### src/design/stl_pkg.sv
// Package for the script token lexer: token kinds, the token and queue record types,
// character classes and the keyword table.
// Has no dependencies; every other file of the block imports it.
package stl_pkg;

  localparam logic [4:0] K_PLUS      = 5'd0;
  localparam logic [4:0] K_BMINUS    = 5'd1;
  localparam logic [4:0] K_UMINUS    = 5'd2;
  localparam logic [4:0] K_MUL       = 5'd3;
  localparam logic [4:0] K_DIV       = 5'd4;
  localparam logic [4:0] K_LPAREN    = 5'd5;
  localparam logic [4:0] K_RPAREN    = 5'd6;
  localparam logic [4:0] K_SEMI      = 5'd7;
  localparam logic [4:0] K_ASSIGN    = 5'd8;
  localparam logic [4:0] K_BANG      = 5'd10;
  localparam logic [4:0] K_LESS      = 5'd12;
  localparam logic [4:0] K_GREATER   = 5'd14;
  localparam logic [4:0] K_NUMBER    = 5'd16;
  localparam logic [4:0] K_STRING    = 5'd17;
  localparam logic [4:0] K_IDENT     = 5'd18;
  localparam logic [4:0] K_TRUE      = 5'd19;
  localparam logic [4:0] K_NIL       = 5'd21;
  localparam logic [4:0] K_UNKNOWN   = 5'd26;
  localparam logic [4:0] K_UNTERM    = 5'd27;

  localparam logic [7:0] CH_TAB   = 8'h09;
  localparam logic [7:0] CH_LF    = 8'h0A;
  localparam logic [7:0] CH_CR    = 8'h0D;
  localparam logic [7:0] CH_QUOTE = 8'h22;

  localparam logic [15:0] LEN_MAX = 16'hFFFF;
  localparam int KW_COUNT = 7;

  // Keywords packed with the first character in the lowest byte.
  localparam logic [63:0] KW_TEXT [KW_COUNT] = '{
    64'h0000_0000_6575_7274, 64'h0000_0065_736C_6166, 64'h0000_0000_006C_696E,
    64'h0000_0074_6E69_7270, 64'h0000_0000_0072_6176, 64'h0000_0000_0064_6E61,
    64'h0000_0000_0000_726F
  };
  localparam logic [3:0] KW_LEN [KW_COUNT] = '{4'd4, 4'd5, 4'd3, 4'd5, 4'd3, 4'd3, 4'd2};
  localparam logic [4:0] KW_KIND [KW_COUNT] = '{5'd19, 5'd20, 5'd21, 5'd22, 5'd23, 5'd24, 5'd25};

  typedef struct packed {
    logic [15:0] length;
    logic [23:0] start;
    logic [15:0] line;
    logic [4:0]  kind;
  } token_t;

  typedef struct packed {
    logic   two;
    token_t second;
    token_t first;
  } rec_t;

  function automatic logic is_digit(input logic [7:0] c);
    return (c >= "0") && (c <= "9");
  endfunction

  function automatic logic is_alpha(input logic [7:0] c);
    return ((c >= "a") && (c <= "z")) || ((c >= "A") && (c <= "Z")) || (c == "_");
  endfunction

endpackage

### src/design/stl_front.sv
// Front end of the script token lexer: accepts source bytes, runs the scan state
// and forms up to two tokens per byte as one queue record. Depends on stl_pkg.
module stl_front #(
  parameter int OFFSET_BITS   = 24,
  parameter int LINE_BITS     = 16,
  parameter int KEYWORD_CHARS = 5
) (
  input  logic          clk,
  input  logic          rst,
  input  logic          in_valid,
  output logic          in_ready,
  input  logic [7:0]    in_byte,
  input  logic          in_eos,
  input  logic          full,
  output logic          push,
  output stl_pkg::rec_t push_rec
);
  import stl_pkg::*;

  localparam int PW = 8 * KEYWORD_CHARS;
  localparam logic [OFFSET_BITS-1:0] OFF_MAX  = {OFFSET_BITS{1'b1}};
  localparam logic [LINE_BITS-1:0]   LINE_MAX = {LINE_BITS{1'b1}};

  typedef enum logic [3:0] {
    M_IDLE, M_EQ, M_BANG, M_LT, M_GT, M_SLASH, M_COMMENT, M_STRING, M_INT, M_FRAC, M_WORD
  } mode_t;

  mode_t                  mode, mode_next;
  logic [PW-1:0]          prefix, prefix_next;
  logic [OFFSET_BITS-1:0] tok_start, tok_start_next;
  logic [15:0]            tok_len, tok_len_next;
  logic [OFFSET_BITS-1:0] pos, pos_next;
  logic [LINE_BITS-1:0]   line, line_next;
  logic [4:0]             prev_kind, prev_kind_next;
  logic                   have_prev, have_prev_next;

  mode_t                  m1, m2;
  logic [PW-1:0]          prefix1;
  logic [15:0]            tlen1;
  logic [LINE_BITS-1:0]   line1;
  logic                   handled, emit_a, emit_b, emit_c, accept, minus_bin, hp;
  logic [4:0]             kind_a, kind_b, kind_c, pk;
  logic [15:0]            len_a;
  token_t                 tok_a, tok_b, tok_c;

  function automatic logic [4:0] single_kind(input mode_t m);
    case (m)
      M_EQ:    return K_ASSIGN;
      M_BANG:  return K_BANG;
      M_LT:    return K_LESS;
      M_GT:    return K_GREATER;
      default: return K_DIV;
    endcase
  endfunction

  function automatic logic [4:0] word_kind(input logic [PW-1:0] p, input logic [15:0] n);
    logic [4:0] k;
    k = K_IDENT;
    if (n <= 16'(KEYWORD_CHARS)) begin
      for (int i = 0; i < KW_COUNT; i++) begin
        if ((n == 16'(KW_LEN[i])) && (64'(p) == KW_TEXT[i])) k = KW_KIND[i];
      end
    end
    return k;
  endfunction

  function automatic logic [PW-1:0] add_char(input logic [PW-1:0] p, input logic [15:0] n,
                                             input logic [7:0] c);
    logic [PW-1:0] r;
    r = p;
    for (int i = 0; i < KEYWORD_CHARS; i++) begin
      if (n == 16'(i)) r[8*i +: 8] = c;
    end
    return r;
  endfunction

  function automatic logic [15:0] len_inc(input logic [15:0] n);
    return (n != LEN_MAX) ? n + 16'd1 : n;
  endfunction

  assign in_ready = !full;
  assign accept   = in_valid && in_ready;

  always_comb begin
    handled = 1'b0;
    emit_a  = 1'b0;
    kind_a  = K_PLUS;
    len_a   = 16'd1;
    m1      = mode;
    prefix1 = prefix;
    tlen1   = tok_len;
    line1   = line;
    case (mode)
      M_EQ, M_BANG, M_LT, M_GT: begin
        emit_a = 1'b1;
        m1     = M_IDLE;
        if (in_byte == "=") begin
          kind_a  = single_kind(mode) + 5'd1;
          len_a   = 16'd2;
          handled = 1'b1;
        end else begin
          kind_a = single_kind(mode);
        end
      end
      M_SLASH: begin
        if (in_byte == "/") begin
          m1      = M_COMMENT;
          handled = 1'b1;
        end else begin
          emit_a = 1'b1;
          kind_a = K_DIV;
          m1     = M_IDLE;
        end
      end
      M_COMMENT: begin
        if (in_byte == CH_LF) m1 = M_IDLE;
        else handled = 1'b1;
      end
      M_STRING: begin
        handled = 1'b1;
        if (in_byte == CH_QUOTE) begin
          emit_a = 1'b1;
          kind_a = K_STRING;
          len_a  = tok_len;
          m1     = M_IDLE;
        end else begin
          if (in_byte == CH_LF && line != LINE_MAX) line1 = line + LINE_BITS'(1);
          tlen1 = len_inc(tok_len);
        end
      end
      M_INT, M_FRAC: begin
        if (is_digit(in_byte) || (in_byte == "." && mode == M_INT)) begin
          if (in_byte == ".") m1 = M_FRAC;
          tlen1   = len_inc(tok_len);
          handled = 1'b1;
        end else begin
          emit_a = 1'b1;
          kind_a = K_NUMBER;
          len_a  = tok_len;
          m1     = M_IDLE;
        end
      end
      M_WORD: begin
        if (is_alpha(in_byte) || is_digit(in_byte)) begin
          prefix1 = add_char(prefix, tok_len, in_byte);
          tlen1   = len_inc(tok_len);
          handled = 1'b1;
        end else begin
          emit_a = 1'b1;
          kind_a = word_kind(prefix, tok_len);
          len_a  = tok_len;
          m1     = M_IDLE;
        end
      end
      default: m1 = M_IDLE;
    endcase

    pk        = emit_a ? kind_a : prev_kind;
    hp        = emit_a || have_prev;
    minus_bin = hp && (pk == K_RPAREN || pk == K_NUMBER || pk == K_STRING ||
                       (pk >= K_TRUE && pk <= K_NIL));

    m2             = m1;
    tok_start_next = tok_start;
    tok_len_next   = tlen1;
    prefix_next    = prefix1;
    line_next      = line1;
    emit_b         = 1'b0;
    kind_b         = K_UNKNOWN;
    if (!handled) begin
      case (in_byte)
        "+": begin emit_b = 1'b1; kind_b = K_PLUS; end
        "*": begin emit_b = 1'b1; kind_b = K_MUL; end
        "(": begin emit_b = 1'b1; kind_b = K_LPAREN; end
        ")": begin emit_b = 1'b1; kind_b = K_RPAREN; end
        ";": begin emit_b = 1'b1; kind_b = K_SEMI; end
        "-": begin emit_b = 1'b1; kind_b = minus_bin ? K_BMINUS : K_UMINUS; end
        "=", "!", "<", ">", "/": begin
          m2 = (in_byte == "=") ? M_EQ : (in_byte == "!") ? M_BANG :
               (in_byte == "<") ? M_LT : (in_byte == ">") ? M_GT : M_SLASH;
          tok_start_next = pos;
          tok_len_next   = 16'd0;
          prefix_next    = '0;
        end
        CH_LF: if (line1 != LINE_MAX) line_next = line1 + LINE_BITS'(1);
        " ", CH_TAB, CH_CR: ;
        CH_QUOTE: begin
          m2             = M_STRING;
          tok_start_next = (pos != OFF_MAX) ? pos + OFFSET_BITS'(1) : pos;
          tok_len_next   = 16'd0;
          prefix_next    = '0;
        end
        default: begin
          if (is_digit(in_byte) || is_alpha(in_byte)) begin
            m2             = is_digit(in_byte) ? M_INT : M_WORD;
            tok_start_next = pos;
            tok_len_next   = 16'd1;
            prefix_next    = PW'(in_byte);
          end else begin
            emit_b = 1'b1;
            kind_b = K_UNKNOWN;
          end
        end
      endcase
    end

    emit_c = 1'b0;
    kind_c = K_NUMBER;
    if (in_eos) begin
      case (m2)
        M_EQ, M_BANG, M_LT, M_GT, M_SLASH: begin emit_c = 1'b1; kind_c = single_kind(m2); end
        M_STRING: begin emit_c = 1'b1; kind_c = K_UNTERM; end
        M_INT, M_FRAC: begin emit_c = 1'b1; kind_c = K_NUMBER; end
        M_WORD: begin emit_c = 1'b1; kind_c = word_kind(prefix_next, tok_len_next); end
        default: emit_c = 1'b0;
      endcase
    end

    tok_a = '{length: len_a, start: 24'(tok_start), line: 16'(line), kind: kind_a};
    tok_b = '{length: 16'd1, start: 24'(pos), line: 16'(line_next), kind: kind_b};
    tok_c = '{length: (m2 == M_EQ || m2 == M_BANG || m2 == M_LT || m2 == M_GT ||
                       m2 == M_SLASH) ? 16'd1 : tok_len_next,
              start: 24'(tok_start_next), line: 16'(line_next), kind: kind_c};

    push_rec.first  = emit_a ? tok_a : (emit_b ? tok_b : tok_c);
    push_rec.second = emit_b ? tok_b : tok_c;
    push_rec.two    = emit_a && (emit_b || emit_c);
    push            = accept && (emit_a || emit_b || emit_c);

    prev_kind_next = emit_c ? kind_c : (emit_b ? kind_b : (emit_a ? kind_a : prev_kind));
    if (in_eos) begin
      mode_next      = M_IDLE;
      pos_next       = '0;
      line_next      = LINE_BITS'(1);
      have_prev_next = 1'b0;
    end else begin
      mode_next      = m2;
      pos_next       = (pos != OFF_MAX) ? pos + OFFSET_BITS'(1) : pos;
      have_prev_next = have_prev || emit_a || emit_b || emit_c;
    end
  end

  always_ff @(posedge clk) begin
    if (rst) begin
      mode      <= M_IDLE;
      prefix    <= '0;
      tok_start <= '0;
      tok_len   <= '0;
      pos       <= '0;
      line      <= LINE_BITS'(1);
      prev_kind <= K_PLUS;
      have_prev <= 1'b0;
    end else if (accept) begin
      mode      <= mode_next;
      prefix    <= prefix_next;
      tok_start <= tok_start_next;
      tok_len   <= tok_len_next;
      pos       <= pos_next;
      line      <= line_next;
      prev_kind <= prev_kind_next;
      have_prev <= have_prev_next;
    end
  end

endmodule

### src/design/stl_fifo.sv
// Short record queue between the lexer front end and the token output stage.
// Depends on stl_pkg for the record type.
module stl_fifo #(
  parameter int DEPTH = 4
) (
  input  logic          clk,
  input  logic          rst,
  input  logic          push,
  input  stl_pkg::rec_t push_rec,
  output logic          full,
  input  logic          pop,
  output stl_pkg::rec_t head,
  output logic          empty
);
  import stl_pkg::*;

  localparam int PTR_W = (DEPTH > 1) ? $clog2(DEPTH) : 1;
  localparam int CNT_W = $clog2(DEPTH + 1);

  rec_t             store [DEPTH];
  logic [PTR_W-1:0] wr_ptr, rd_ptr;
  logic [CNT_W-1:0] count;

  assign full  = (count == CNT_W'(DEPTH));
  assign empty = (count == '0);
  assign head  = store[rd_ptr];

  always_ff @(posedge clk) begin
    if (push) store[wr_ptr] <= push_rec;
  end

  always_ff @(posedge clk) begin
    if (rst) begin
      wr_ptr <= '0;
      rd_ptr <= '0;
      count  <= '0;
    end else begin
      if (push) wr_ptr <= (wr_ptr == PTR_W'(DEPTH - 1)) ? '0 : wr_ptr + PTR_W'(1);
      if (pop)  rd_ptr <= (rd_ptr == PTR_W'(DEPTH - 1)) ? '0 : rd_ptr + PTR_W'(1);
      if (push && !pop) count <= count + CNT_W'(1);
      else if (pop && !push) count <= count - CNT_W'(1);
    end
  end

endmodule

### src/design/stl_back.sv
// Token output stage: takes records from the queue and presents their tokens one
// transfer at a time through an output register. Depends on stl_pkg.
module stl_back (
  input  logic          clk,
  input  logic          rst,
  input  logic          empty,
  input  stl_pkg::rec_t head,
  output logic          pop,
  output logic          out_valid,
  input  logic          out_ready,
  output logic [63:0]   out_data,
  output logic          out_last
);
  import stl_pkg::*;

  token_t out_tok;
  logic   sel, load;

  assign load     = !out_valid || out_ready;
  assign pop      = load && !empty && (sel || !head.two);
  assign out_data = {3'b000, out_tok};

  always_ff @(posedge clk) begin
    if (rst) begin
      out_valid <= 1'b0;
      sel       <= 1'b0;
    end else if (load) begin
      out_valid <= !empty;
      if (!empty) sel <= !sel && head.two;
    end
  end

  always_ff @(posedge clk) begin
    if (load && !empty) begin
      out_tok  <= sel ? head.second : head.first;
      out_last <= sel || !head.two;
    end
  end

endmodule

### src/design/script_token_lexer_unit.sv
// Script token lexer top level. A completed token passes through the record queue and
// the output register before it is presented. Throughput is one byte per cycle while
// the queue is not full; a byte that finishes two tokens needs two output transfers,
// and a four-record queue between front end and output stage absorbs that.
// Synchronous reset returns the scan state and counters to the start of a text and
// empties the queue and the output register. Depends on stl_pkg and the stl_* modules.
module script_token_lexer_unit #(
  parameter int OFFSET_BITS   = 24,
  parameter int LINE_BITS     = 16,
  parameter int KEYWORD_CHARS = 5,
  parameter int FIFO_DEPTH    = 4
) (
  input  logic        clk,
  input  logic        rst,
  input  logic        s_axis_tvalid,
  output logic        s_axis_tready,
  input  logic [7:0]  s_axis_tdata,  // char_byte[7:0]
  input  logic        s_axis_tlast,  // end_of_stream
  output logic        m_axis_tvalid,
  input  logic        m_axis_tready,
  output logic [63:0] m_axis_tdata,  // token_kind[4:0], line_number[20:5],
                                     // start_offset[44:21], lexeme_length[60:45], zeros
  output logic        m_axis_tlast   // last_of_run
);
  import stl_pkg::*;

  rec_t push_rec, head;
  logic push, full, pop, empty;

  stl_front #(
    .OFFSET_BITS  (OFFSET_BITS),
    .LINE_BITS    (LINE_BITS),
    .KEYWORD_CHARS(KEYWORD_CHARS)
  ) u_front (
    .clk     (clk),
    .rst     (rst),
    .in_valid(s_axis_tvalid),
    .in_ready(s_axis_tready),
    .in_byte (s_axis_tdata),
    .in_eos  (s_axis_tlast),
    .full    (full),
    .push    (push),
    .push_rec(push_rec)
  );

  stl_fifo #(.DEPTH(FIFO_DEPTH)) u_fifo (
    .clk     (clk),
    .rst     (rst),
    .push    (push),
    .push_rec(push_rec),
    .full    (full),
    .pop     (pop),
    .head    (head),
    .empty   (empty)
  );

  stl_back u_back (
    .clk      (clk),
    .rst      (rst),
    .empty    (empty),
    .head     (head),
    .pop      (pop),
    .out_valid(m_axis_tvalid),
    .out_ready(m_axis_tready),
    .out_data (m_axis_tdata),
    .out_last (m_axis_tlast)
  );

endmodule

### config.mk
export PLATFORM = sky130hd
export DESIGN_NAME = script_token_lexer_unit
export DESIGN_NICKNAME = d
export VERILOG_FILES = /design/src/design/stl_pkg.sv /design/src/design/stl_front.sv /design/src/design/stl_fifo.sv /design/src/design/stl_back.sv /design/src/design/script_token_lexer_unit.sv
export SDC_FILE = /design/constraint.sdc
export NUM_CORES = 1
export LEC_CHECK = 0
export BUFFER_PORTS_ARGS = -buffer_cell sky130_fd_sc_hd__buf_2
export CORE_ASPECT_RATIO = 1.75
export CORE_MARGIN = 2
export CORE_UTILIZATION = 35
export CTS_CLUSTER_SIZE = 30
export DETAILED_ROUTE_END_ITERATION = 7
export GPL_TIMING_DRIVEN = 1
export PLACE_DENSITY = 0.6
export SKIP_CTS_REPAIR_TIMING = 1
export SLEW_MARGIN = 40
export SYNTH_ARGS = -nofsm -noshare
export SYNTH_HDL_FRONTEND = slang
export SYNTH_SLANG_ARGS = --single-unit
### constraint.sdc
create_clock -name clk -period 9.5 [get_ports clk]
set_input_delay 0.475 -clock clk [delete_from_list [all_inputs] [get_ports clk]]
set_output_delay 0.475 -clock clk [all_outputs]
set_load 0.02 [all_outputs]
# Word level (Yosys, flattened, before mapping)
# Memory sizes are Yosys's and may differ from the RTL's. A register that Yosys moved wholly into a read port is not among the register bits.
# Index checks and enable logic that the tools add are counted.
[totals]
register_bits = 201
n_memories = 1
ramBits = 492
output_inout_bits = 67
[op_classes]
reduce_logical = 68
mux = 113
add_sub_neg = 9
eq_ne = 70
order_cmp = 10
n_bitwise = 1
[mem_list]
columns = ["name", "depth", "word_bits", "read_ports", "rd_clocked_by_memory_dff", "wr", "line_no", "source"]
rows = [
  ["u_fifo.store", 4, 123, 1, 1, 1, "stl_fifo.sv:20", "rec_t store [DEPTH];"],
]
[ops]
columns = ["op", "count"]
rows = [
  ["two-way mux 16 bit", 17],
  ["equality test 40 x 23 -> 1 bit (second input constant)", 6],
  ["two-way mux 61 bit", 3],
  ["equality test 40 x 39 -> 1 bit (second input constant)", 4],
  ["two-way mux 40 bit", 4],
  ["equality test 8 x 6 -> 1 bit (second input constant)", 14],
  ["two-way mux 24 bit", 4],
  ["equality test 40 x 15 -> 1 bit (second input constant)", 2],
  ["equality test 40 x 31 -> 1 bit (second input constant)", 2],
  ["case mux 40 bit (2 select lines)", 1],
  ["case mux 24 bit (3 select lines)", 1],
  ["two-way mux 5 bit", 13],
  ["equality test 16 x 2 -> 1 bit (second input constant)", 4],
  ["equality test 16 x 3 -> 1 bit (second input constant)", 4],
  ["case mux 16 bit (4 select lines)", 1],
  ["two-way mux 4 bit", 15],
  ["adder 16 x 1 -> 16 bit (second input constant)", 3],
  ["!= test 16 bit (second input constant)", 3],
  ["case mux 16 bit (3 select lines)", 1],
  ["two-way mux 8 bit", 5],
  ["two-way mux 3 bit", 12],
  ["<= comparator 16 x 3 -> 1 bit (second input constant)", 2],
  ["case mux 16 bit (2 select lines)", 1],
  ["case mux 4 bit (4 select lines)", 2],
  ["other kinds (47)", 147],
]

# Logic depth before layout (Yosys ltp)
# Gate-level depths: netlist of the first run.
[logic_depth]
depth_word = 24
depth_mapped = 19
ltp_nobuf = 16

# Modules after synthesis
# Synthesis of the first run repeated with hierarchy kept, for this count alone.
[unflattened]
hier_cells = 2604
hier_area_um2 = 32981.6
[modules_own_cells]
columns = ["module", "area_per_inst_um2", "n_inst", "seq_area_each_um2", "cells_each"]
rows = [
  ["stl_fifo", 18178.7, 1, 14954.3, 687],
  ["stl_front", 12091.6, 1, 2602.5, 1772],
  ["stl_back", 2711.4, 1, 1901.8, 145],
]

# Least setup slack after synthesis of the first run
# No wires, ideal clock.
[synth_path]
path_type = "in2reg"
start = "in s_axis_tdata[5]"
end = "mem u_fifo.store[0][0] (netlist name) (enable)"
slack_ns = 3.103
path_stages = 13
arrival_time_ns = 5.901
path_buffers = 2
t_required_ns = 9.003
setup_time_ns = 0.497
path_cell_list = "buf_4 nor3b_4 buf_2 nand2_1 o32a_1 nand3_1 o31ai_2 a221oi_2 nand2_1 a31oi_1 nor2_1 a21oi_2 and2_1"
[synth_between]
elab_chain_cells = 18
word_cells_on_any_way = 81
classes_between = "order compare: 6; eq/ne: 27; mux: 32; reduce/logical: 16"
[synth_lines]
columns = ["item", "line_no", "source"]
rows = [
  ["from (decl)", "script_token_lexer_unit.sv:17", "input logic [7:0] s_axis_tdata,"],
  ["greater-or-equal comparator 8 x 7 -> 1 bit or <= comparator 8 x 7 -> 1 bit (tied branches)", "stl_pkg.sv:61", "return ((c >= \"a\") && (c <= \"z\")) || ((c >= \"A\") && (c <= \"Z\")) || (c == \"_\");"],
  ["logical AND 1 bit", "stl_pkg.sv:61", ""],
  ["logical OR 1 bit (2 in series)", "stl_pkg.sv:61", ""],
  ["logical OR 1 bit", "stl_front.sv:144, stl_front.sv:194", ""],
  ["two-way mux 4 bit", "stl_front.sv:144", "if (is_alpha(in_byte) || is_digit(in_byte)) begin"],
  ["case mux 4 bit (5 select lines)", "stl_front.sv:93", "case (mode)"],
  ["two-way mux 4 bit", "stl_front.sv:194", "if (is_digit(in_byte) || is_alpha(in_byte)) begin"],
  ["case mux 4 bit (3 select lines)", "stl_front.sv:171", "case (in_byte)"],
  ["[2 not listed]", "--", ""],
  ["OR reduction 9 bit (no line)", "--", ""],
  ["two-way mux 1 bit", "stl_front.sv:210", "case (m2)"],
  ["two-way mux 1 bit", "stl_front.sv:209", "if (in_eos) begin"],
  ["logical OR 1 bit (*)", "stl_front.sv:228", "push = accept && (emit_a || emit_b || emit_c);"],
  ["logical AND 1 bit (*)", "stl_front.sv:228", ""],
  ["net push", "script_token_lexer_unit.sv:28", "logic push, full, pop, empty;"],
  ["two-way mux 1 bit (*)", "stl_fifo.sv:29", "if (push) store[wr_ptr] <= push_rec;"],
  ["two-way mux 1 bit (implied by the code) (*)", "stl_fifo.sv:29", ""],
  ["to (decl)", "stl_fifo.sv:20", ""],
]
# Mark *: on every way through the listed nets, which the timed path passes. The rest lies on a longest branch.

# Worst setup path in the final report of the first run
[layout_path]
start = "reg u_front.mode[3]"
end = "mem u_fifo.store[3][29] (netlist name) (enable)"
[layout_between]
elab_chain_cells = 16
word_cells_on_any_way = 45
classes_between = "eq/ne: 19; mux: 18; reduce/logical: 8"
[layout_lines]
columns = ["item", "line_no", "source"]
rows = [
  ["from (decl)", "stl_front.sv:28", "mode_t mode, mode_next;"],
  ["from (signal assigned)", "stl_front.sv:254", "mode <= mode_next;"],
  ["equality test 4 bit", "stl_front.sv:93, stl_front.sv:132", ""],
  ["logical AND 1 bit", "stl_front.sv:132", "if (is_digit(in_byte) || (in_byte == \".\" && mode == M_INT)) begin"],
  ["logical OR 1 bit", "stl_front.sv:132", ""],
  ["two-way mux 4 bit", "stl_front.sv:132", ""],
  ["case mux 4 bit (5 select lines)", "stl_front.sv:93", ""],
  ["two-way mux 4 bit", "stl_front.sv:194", ""],
  ["case mux 4 bit (3 select lines)", "stl_front.sv:171", ""],
  ["two-way mux 4 bit", "stl_front.sv:170", "if (!handled) begin"],
  ["equality test 4 x 3 -> 1 bit (tied with other cells)", "stl_front.sv:210", ""],
  ["OR reduction 9 bit (no line)", "--", ""],
  ["two-way mux 1 bit", "stl_front.sv:210", ""],
  ["two-way mux 1 bit", "stl_front.sv:209", ""],
  ["logical OR 1 bit (*)", "stl_front.sv:228", ""],
  ["logical AND 1 bit (*)", "stl_front.sv:228", ""],
  ["net push", "script_token_lexer_unit.sv:28", ""],
  ["two-way mux 1 bit (*)", "stl_fifo.sv:29", ""],
  ["two-way mux 1 bit (implied by the code) (*)", "stl_fifo.sv:29", ""],
]
# Marked as above.

==> results.yml, run 1 <==
timing:
  slew_headroom_pct: 40.7
  finalMaxSlewViolations: 0
  fin_skew_ns: 0.0286
  setup_viol: 0
  worst_slew_pin_slew_ns: 0.868
  period_share_pct: 61.0
  rsz0062_at_grt: "no"
  hold_viol: 0
  tns_ns: 0
  fin_crit_ns: 5.80
  setup_slack_ns: 3.70
  fmax_ghz: 0.172
synth:
  yosysTopAreaCellShare_pct: 50.6
  synth.avg_cell_area_um2: 12.3
  syn_inst: 2669
  synth_area_leaders: "edfxtp_1 51%, dfxtp_1 8.6%, mux4_2 8.4%"
  yosysWarnings: 0
  synth-seq-cells: 695
  ys.flop_type: "edfxtp_1"
  ys_async_sr_fraction_pct: 0
  synthesis.area_um2: 32900
  synth_edf_count: 554
  ys_seq_area_share_pct: 59.2
  yosys.area.top_type: "edfxtp_1"
  yosys.cell_types.count: 103
critical_path:
  regToRegSetupSlack_ns: 3.70
  crit_fanout: 47
  rr_worst_depth: 12
  critPathKind: "reg -> reg"
  startpoint_type: "register"
  reg2reg_from: "u_front.mode[3]$_SDFFE_PP0P_"
  cp.required_ns: 9.76
  cp.arrival_ns: 6.06
  regToRegEndpoint: "u_fifo.store[3][29]$_DFFE_PP_"
  critPathCaptureType: "register"
  crit_path_start: "u_front.mode[3]$_SDFFE_PP0P_"
placed_design:
  place_area_um2: 34400
  dp_hpwl_um: 64500
  dp_cells: 3795
  gp_congestion: 0.949
  pre_cts_ws_ns: 3.34
  portBuffers: 76
clocking:
  numCtsBuffers: 61
  cts_max_level: 2
  cts_num_sinks: 695
  clk_pin_slew_ns: 0.07
  clk_path_buf_depth: 3
  cts_tree: "yes"
  clkLatencyLatePin_ns: 0.65
  cts_root_buffer: "clkbuf_16"
global_route:
  grt_util_all_layers_pct: 19.1
  grt_pass1_vias: 22500
  antenna_found_initial: 1
  grt_overflow_total: 0
  grt_pass1_wl_um: 141000
  grt_max_degree: 65
power_and_ir_drop:
  leakage_nw: 11.8
  p_per_area_nw_per_um2: 233
  p_switching_mw: 2.52
  p_int_mw: 5.98
  p_clk_share_pct: 29.6
  ir_worst_vdd_mv: 0.144
  switching_share_pct: 29.6
  seqPwrFrac_pct: 46.2
  pwr-share-comb_pct: 24.1
cells_and_area:
  diodes: 0
  stdcell_area_um2: 36500
  final.fill_count: 8819
  final_cells: 3909
  nets: 2686
  mostFrequentLayoutCells: "554 x edfxtp_1, 290 x nand2_1, 223 x nor2_1"
  final_common_cell: "edfxtp_1"
  drive_gt1_share_pct: 17.3
  areaGrowthSynthToFinish_pct: 11.0
floorplan:
  dieWidth_um: 236
  coreArea_um2: 93000
  num_io_pins: 80
  die_area_um2: 96500
  initial_core_util_pct: 35.4
  fp.dieH_um: 409
  core.rowCount: 148
worst_hold_path:
  hp-class: "in -> reg"
  min_from: "m_axis_tready"
  holdPathStages: 4
  holdPathEnd: "u_back.out_valid$_SDFFE_PP0N_"
route:
  drtIter0Drc: 1742
  antenna_left: 0
  firstDrtPassIters: 6
  drt-total-wl_um: 93900
  via_per_inst: 5.76
  drc: 0
  routedWlPerCell_um: 24.0
  vias: 22500
run:
  cap_violations: 0
status:
  status: "finished, final reports clean"
-- state kept, by name, summed over array words and instances (netlist names), named ones only --
name,cells
u_back.out_data,61
u_back.out_last,1
u_back.out_valid,1
u_back.sel,1
u_fifo.count,3
u_fifo.rd_ptr,2
u_fifo.store,492
u_fifo.wr_ptr,2
u_front.have_prev,1
u_front.line,16
u_front.mode,4
u_front.pos,24
u_front.prefix,40
u_front.prev_kind,5
u_front.tok_len,16
u_front.tok_start,24
-- metal layers --
layer	routed length [um]	vias up	GRT usage, %
met2	49400	716	35.2
met5	7	-	0
li1	-	10200	-
met4	4350	2	9.14
met1	36500	11400	22.1
met3	3600	220	1.94
-- synth_stat cells (29+ instances only) --
library cell    n
edfxtp_1      554
nand2_1       291
nor2_1        225
a21oi_1       147
dfxtp_1       141
clkbuf_1      130
mux4_2        123
o21ai_0       107
nor3_1         83
mux2_2         76
nand3_1        75
inv_1          43
nand4_1        41
a31oi_1        38
a211oi_1       32
xnor2_1        32
and2_1         29
buf_1          29
nor4_1         29
-- worst max-delay path by stage --
| stage | to | slack [ns] | cells after the start |
|---|---|---|---|
| floorplan | u_fifo.store[0][0]$_DFFE_PP_ | 3.10 | 13 |
| global placement | u_fifo.store[3][30]$_DFFE_PP_ | 3.44 | 13 |
| detailed placement | u_fifo.store[3][89]$_DFFE_PP_ | 3.34 | 13 |
| CTS | u_fifo.store[3][27]$_DFFE_PP_ | 3.71 | 12 |
| global route | u_fifo.store[3][32]$_DFFE_PP_ | 3.34 | 12 |
| finish | u_fifo.store[3][29]$_DFFE_PP_ | 3.70 | 12 |
-- final cells by class --
| class | instances | area (um2) | area share, % |
|---|---|---|---|
| clock buffer | 84 | 1710 | 4.70 |
| clock inverter | 30 | 297 | 0.813 |
| inverter | 44 | 165 | 0.453 |
| multi-input combinational | 1743 | 12600 | 34.4 |
| sequential | 695 | 19500 | 53.4 |
| tap | 1200 | 1500 | 4.12 |
| timing repair buffer | 113 | 771 | 2.11 |
-- critical path, cell delays in order (launching register included) --
cell and delay [ns]:
dfxtp_1 0.64, nor2b_1 0.35, and3_1 0.43, nand2_1 0.22, nor2_2 0.44, nor2_4 0.22, a221oi_2 0.47, nand2_1 0.28
a31oi_1 0.32, nor2_1 0.16, a21oi_2 0.42, and2_4 0.72, buf_4 0.69
-- per-stage QoR --
stage / hold slack (ns) / total power, mW / utilization [%]
finish: 0.153 / 8.49 / 39.2
global route: 0.158 / 8.85 / 39.2
CTS: 0.128 / 8.62 / 39.2
detailed placement: 0.459 / 6.10 / 37.1
global placement: 0.444 / 6.07 / 36.9
floorplan: 0.437 / 5.39 / -
-- kinds of logic (layout without fill, tap and decap cells) --
| group | count (synthesis) | count (layout) | share of synthesized area, % |
|---|---|---|---|
| muxes | 213 | 213 | 11.5 |
| DFF | 695 | 695 | 59.2 |
| and+or+nand+nor | 938 | 938 | 14.0 |
| buffers and inverters | 233 | 271 | 2.85 |
| xor gates and xnor gates | 47 | 47 | 1.25 |
| adders and majority gates | 15 | 15 | 0.594 |
| AOI/OAI and AO/OA | 527 | 527 | 10.6 |
| other | 1 | 3 | 0.0114 |
-- power by group through the flow --
stage               logic, mW  clock network, mW  registers [mW]
floorplan                1.27                  0            4.12
global placement         2.05                  0            4.02
detailed placement       2.10                  0            4.00
CTS                      2.11               2.57            3.94
global route             2.20               2.68            3.97
finish                   2.05               2.52            3.93
Note: power is estimated with default switching activity, not from simulation.
==> run 2: changes to the inputs <==
--- a/config.mk
+++ b/config.mk
@@ -5,6 +5,7 @@
 export SDC_FILE = /design/constraint.sdc
 export NUM_CORES = 1
 export LEC_CHECK = 0
+export ABC_AREA = 1
 export BUFFER_PORTS_ARGS = -buffer_cell sky130_fd_sc_hd__buf_2
 export CORE_ASPECT_RATIO = 1.75
 export CORE_MARGIN = 2
@@ -12,7 +13,7 @@
 export CTS_CLUSTER_SIZE = 30
 export DETAILED_ROUTE_END_ITERATION = 7
 export GPL_TIMING_DRIVEN = 1
-export PLACE_DENSITY = 0.6
+export PLACE_DENSITY = 0.61
 export SKIP_CTS_REPAIR_TIMING = 1
 export SLEW_MARGIN = 40
 export SYNTH_ARGS = -nofsm -noshare
==> constraint.sdc (replaced) <==
create_clock -name clk -period 4.7 [get_ports clk]
set_input_delay 0.235 -clock clk [delete_from_list [all_inputs] [get_ports clk]]
set_output_delay 0.235 -clock clk [all_outputs]
set_load 0.02 [all_outputs]
==> run 2 against run 1 <==
Against the previous run:
- the flow now finishes with violations (negative hold slack)
- clock power rose by 100%
- final cell count rose by 36%
- maximum frequency rose by 33%
- utilization barely moved
- largest power group unchanged
==> results.yml, run 2 <==
status:
  status: "finished, violations left"
  violations: "negative hold slack"
route:
  drt-met1-wl_um: 38100
  vias: 27700
  via_per_inst: 5.21
  drc: 0
  met3WireLength_um: 4210
  firstDrtPassIters: 5
  routedWlPerCell_um: 18.9
  drtIter0Drc: 2216
  antenna_left: 0
  dr_wl_met2_um: 52600
  top_layer: "met4"
  drt-total-wl_um: 100000
cells_and_area:
  multi_input_area_um2: 12900
  drive_gt1_share_pct: 9.66
  largest_register: "u_fifo.store"
  areaGrowthSynthToFinish_pct: 11.6
  seq_area_um2: 19500
  largest_reg_flops: 492
  final_common_cell: "nand2_1"
  nets: 3982
  diodes: 0
  mostFrequentLayoutCells: "757 x nand2_1, 705 x nor2_1, 554 x edfxtp_1"
  final.fill_count: 9738
synth:
  synth_fa_ha_area_share_pct: 0.567
  yosys.area_share.simple_pct: 22.3
  synth.avg_cell_area_um2: 8.71
  synthTopCellsByCount: "758 x nand2_1, 711 x nor2_1, 554 x edfxtp_1"
  synth-seq-cells: 695
  synth_compound_area_share_pct: 13.1
  synth_xor_area_share_pct: 1.41
  yosysWarnings: 0
  synth_top_family_by_area: "simple AND/OR/NAND/NOR gates"
  muxShareOfSynthArea_pct: 0
  ys_seq_area_share_pct: 56.6
  yosys.cell_types.count: 60
  ys.flop_type: "edfxtp_1"
  synth_edf_count: 554
  syn_inst: 3948
  yosys.area.top_type: "edfxtp_1"
  synth_area_leaders: "edfxtp_1 48%, nand2_1 8.3%, dfxtp_1 8.2%"
  synthesis.area_um2: 34400
  yosysMostFrequentCell: "nand2_1"
  yosysTopAreaCellShare_pct: 48.4
  ys_async_sr_fraction_pct: 0
timing:
  fin_hold_ws_ns: -0.00913
  worst_slew_pin_slew_ns: 0.833
  fmax_ghz: 0.230
  tns_ns: 0
  finalMaxSlewViolations: 0
  rsz0062_at_grt: "no"
  hold_viol: 1
  fin_skew_ns: 0.0332
  period_share_pct: 92.5
  slew_headroom_pct: 43.9
  setup_viol: 0
  fin_crit_ns: 4.35
global_route:
  grt_pass1_wl_um: 154000
  antenna_found_initial: 1
  grt_overflow_total: 0
  grt_max_degree: 191
  grt_util_all_layers_pct: 19.7
  grt_pass1_vias: 26700
placed_design:
  dp_hpwl_um: 68000
  portBuffers: 76
  gp_congestion: 0.935
floorplan:
  dieWidth_um: 241
  die_area_um2: 101000
  initial_core_util_pct: 35.2
  num_io_pins: 80
  coreArea_um2: 97800
  core.rowCount: 152
  fp.dieH_um: 419
worst_hold_path:
  hp-class: "in -> reg"
critical_path:
  critPathKind: "reg -> reg"
  cp.required_ns: 5.08
  startpoint_type: "register"
  crit_path_start: "u_front.mode[2]$_SDFFE_PP0P_"
  crit_fanout: 13
  regToRegEndpoint: "u_fifo.store[3][1]$_DFFE_PP_"
  rr_worst_depth: 25
  regToRegSetupSlack_ns: 0.35
  reg2reg_from: "u_front.mode[2]$_SDFFE_PP0P_"
  crit_path_end: "u_fifo.store[3][1]$_DFFE_PP_"
  cp.arrival_ns: 4.73
  critPathCaptureType: "register"
clocking:
  clkLatencyLatePin_ns: 0.66
  clk_path_buf_depth: 3
  cts_tree: "yes"
  cts_max_level: 2
  numCtsBuffers: 60
  cts_root_buffer: "clkbuf_16"
  cts_num_sinks: 695
  clk_pin_slew_ns: 0.08
power_and_ir_drop:
  ir_worst_vdd_mv: 0.383
  p_per_area_nw_per_um2: 495
  total_power_mw: 19.0
  leakage_nw: 14.3
run:
  cap_violations: 0
## run 2: cell count changes in the layout (fill, tap and decap cells not counted), sizes merged, moves of 31 or more
cell    before  now
mux2        76    0
a211oi      33    1
o21ai      113  477
o22ai       11   76
mux4       123    0
xor2        15   46
nand3       76  157
inv         51  322
buf        113  160
nor2       228  747
a31oi       39   71
nand2      291  786
## run 2: metal layers
metal	vias up	track usage (%)
li1	13400	-
met1	13300	22.0
met2	782	36.5
met3	250	1.99
met4	0	10.3
met5	-	0
## run 2: kinds of logic (layout without fill, tap and decap cells)
group	Yosys count	after routing
and+or+nand+nor	1818	1818
AOI/OAI and AO/OA	832	832
DFF	695	695
buffers and inverters	536	592
xor gates and xnor gates	51	51
adders and majority gates	15	15
other	1	3
## run 2: through the flow
stage | hold slack (ns) | setup WS [ns] | util [%] | std cells | area [um2]
final | -0.00913 | 0.352 | 39.3 | 5315 | 38400
after CTS | -0.0286 | 0.0723 | 39.3 | 5314 | 38400
after global routing | 0.0228 | 0.0347 | 39.3 | 5315 | 38400
after detailed placement | 0.457 | 0.119 | 37.2 | 5200 | 36400
after floorplan | 0.445 | -1.28 | - | 3950 | 34400
after global placement | 0.453 | 0.167 | 37.2 | 5199 | 36400
## run 2: layout make-up
type                            count  share of cell area [%]
Clock buffer                       80                    4.18
Clock inverter                     34                   0.928
Inverter                          318                    3.15
Multi-Input combinational cell   2719                    33.6
Sequential cell                   695                    50.7
Tap cell                         1309                    4.26
Timing Repair Buffer              160                    3.15
## run 2: how the worst min path moves through the flow
stage / from / end / slack (ns) / depth (start not counted)
5_1_grt: s_axis_tlast / u_front.prev_kind[2]$_SDFFE_PP0P_ / 0.02 / 3
3_3_place_gp: u_front.line[15]$_SDFFE_PP0P_ / u_front.line[15]$_SDFFE_PP0P_ / 0.45 / 2
6_report: m_axis_tready / u_back.out_valid$_SDFFE_PP0N_ / -0.009 / 4
3_5_place_dp: u_front.line[15]$_SDFFE_PP0P_ / u_front.line[15]$_SDFFE_PP0P_ / 0.46 / 2
4_1_cts: m_axis_tready / u_back.out_valid$_SDFFE_PP0N_ / -0.03 / 4
2_1_floorplan: u_front.line[15]$_SDFFE_PP0P_ / u_front.line[15]$_SDFFE_PP0P_ / 0.45 / 2
## run 2: worst max-delay path, cell delays in order (launching register included)
cell and delay, ns:
dfxtp_1 0.38, nand2_1 0.14, inv_1 0.07, nand2_1 0.08, nand2_1 0.13, nand2_1 0.16, nand2_1 0.11, nor2_4 0.21
nand3_4 0.10, buf_4 0.22, nor2_4 0.36, nor2_1 0.07, nand2_1 0.12, nand2_1 0.13, nor2_1 0.46, nand3b_1 0.15
nor2_2 0.19, nand3_1 0.14, nand2_1 0.12, nor2_1 0.06, nand2_1 0.08, nand2_1 0.06, nand2_1 0.13, nand2_1 0.16
nand2_1 0.09, nand2_1 0.09
## run 2: power by group
group          switching [mW]  internal (mW)  total [mW]
Combinational            4.16           1.65        5.81
Sequential              0.393           7.76        8.16
Clock                    2.32           2.71        5.03
Total                    6.87           12.1        19.0
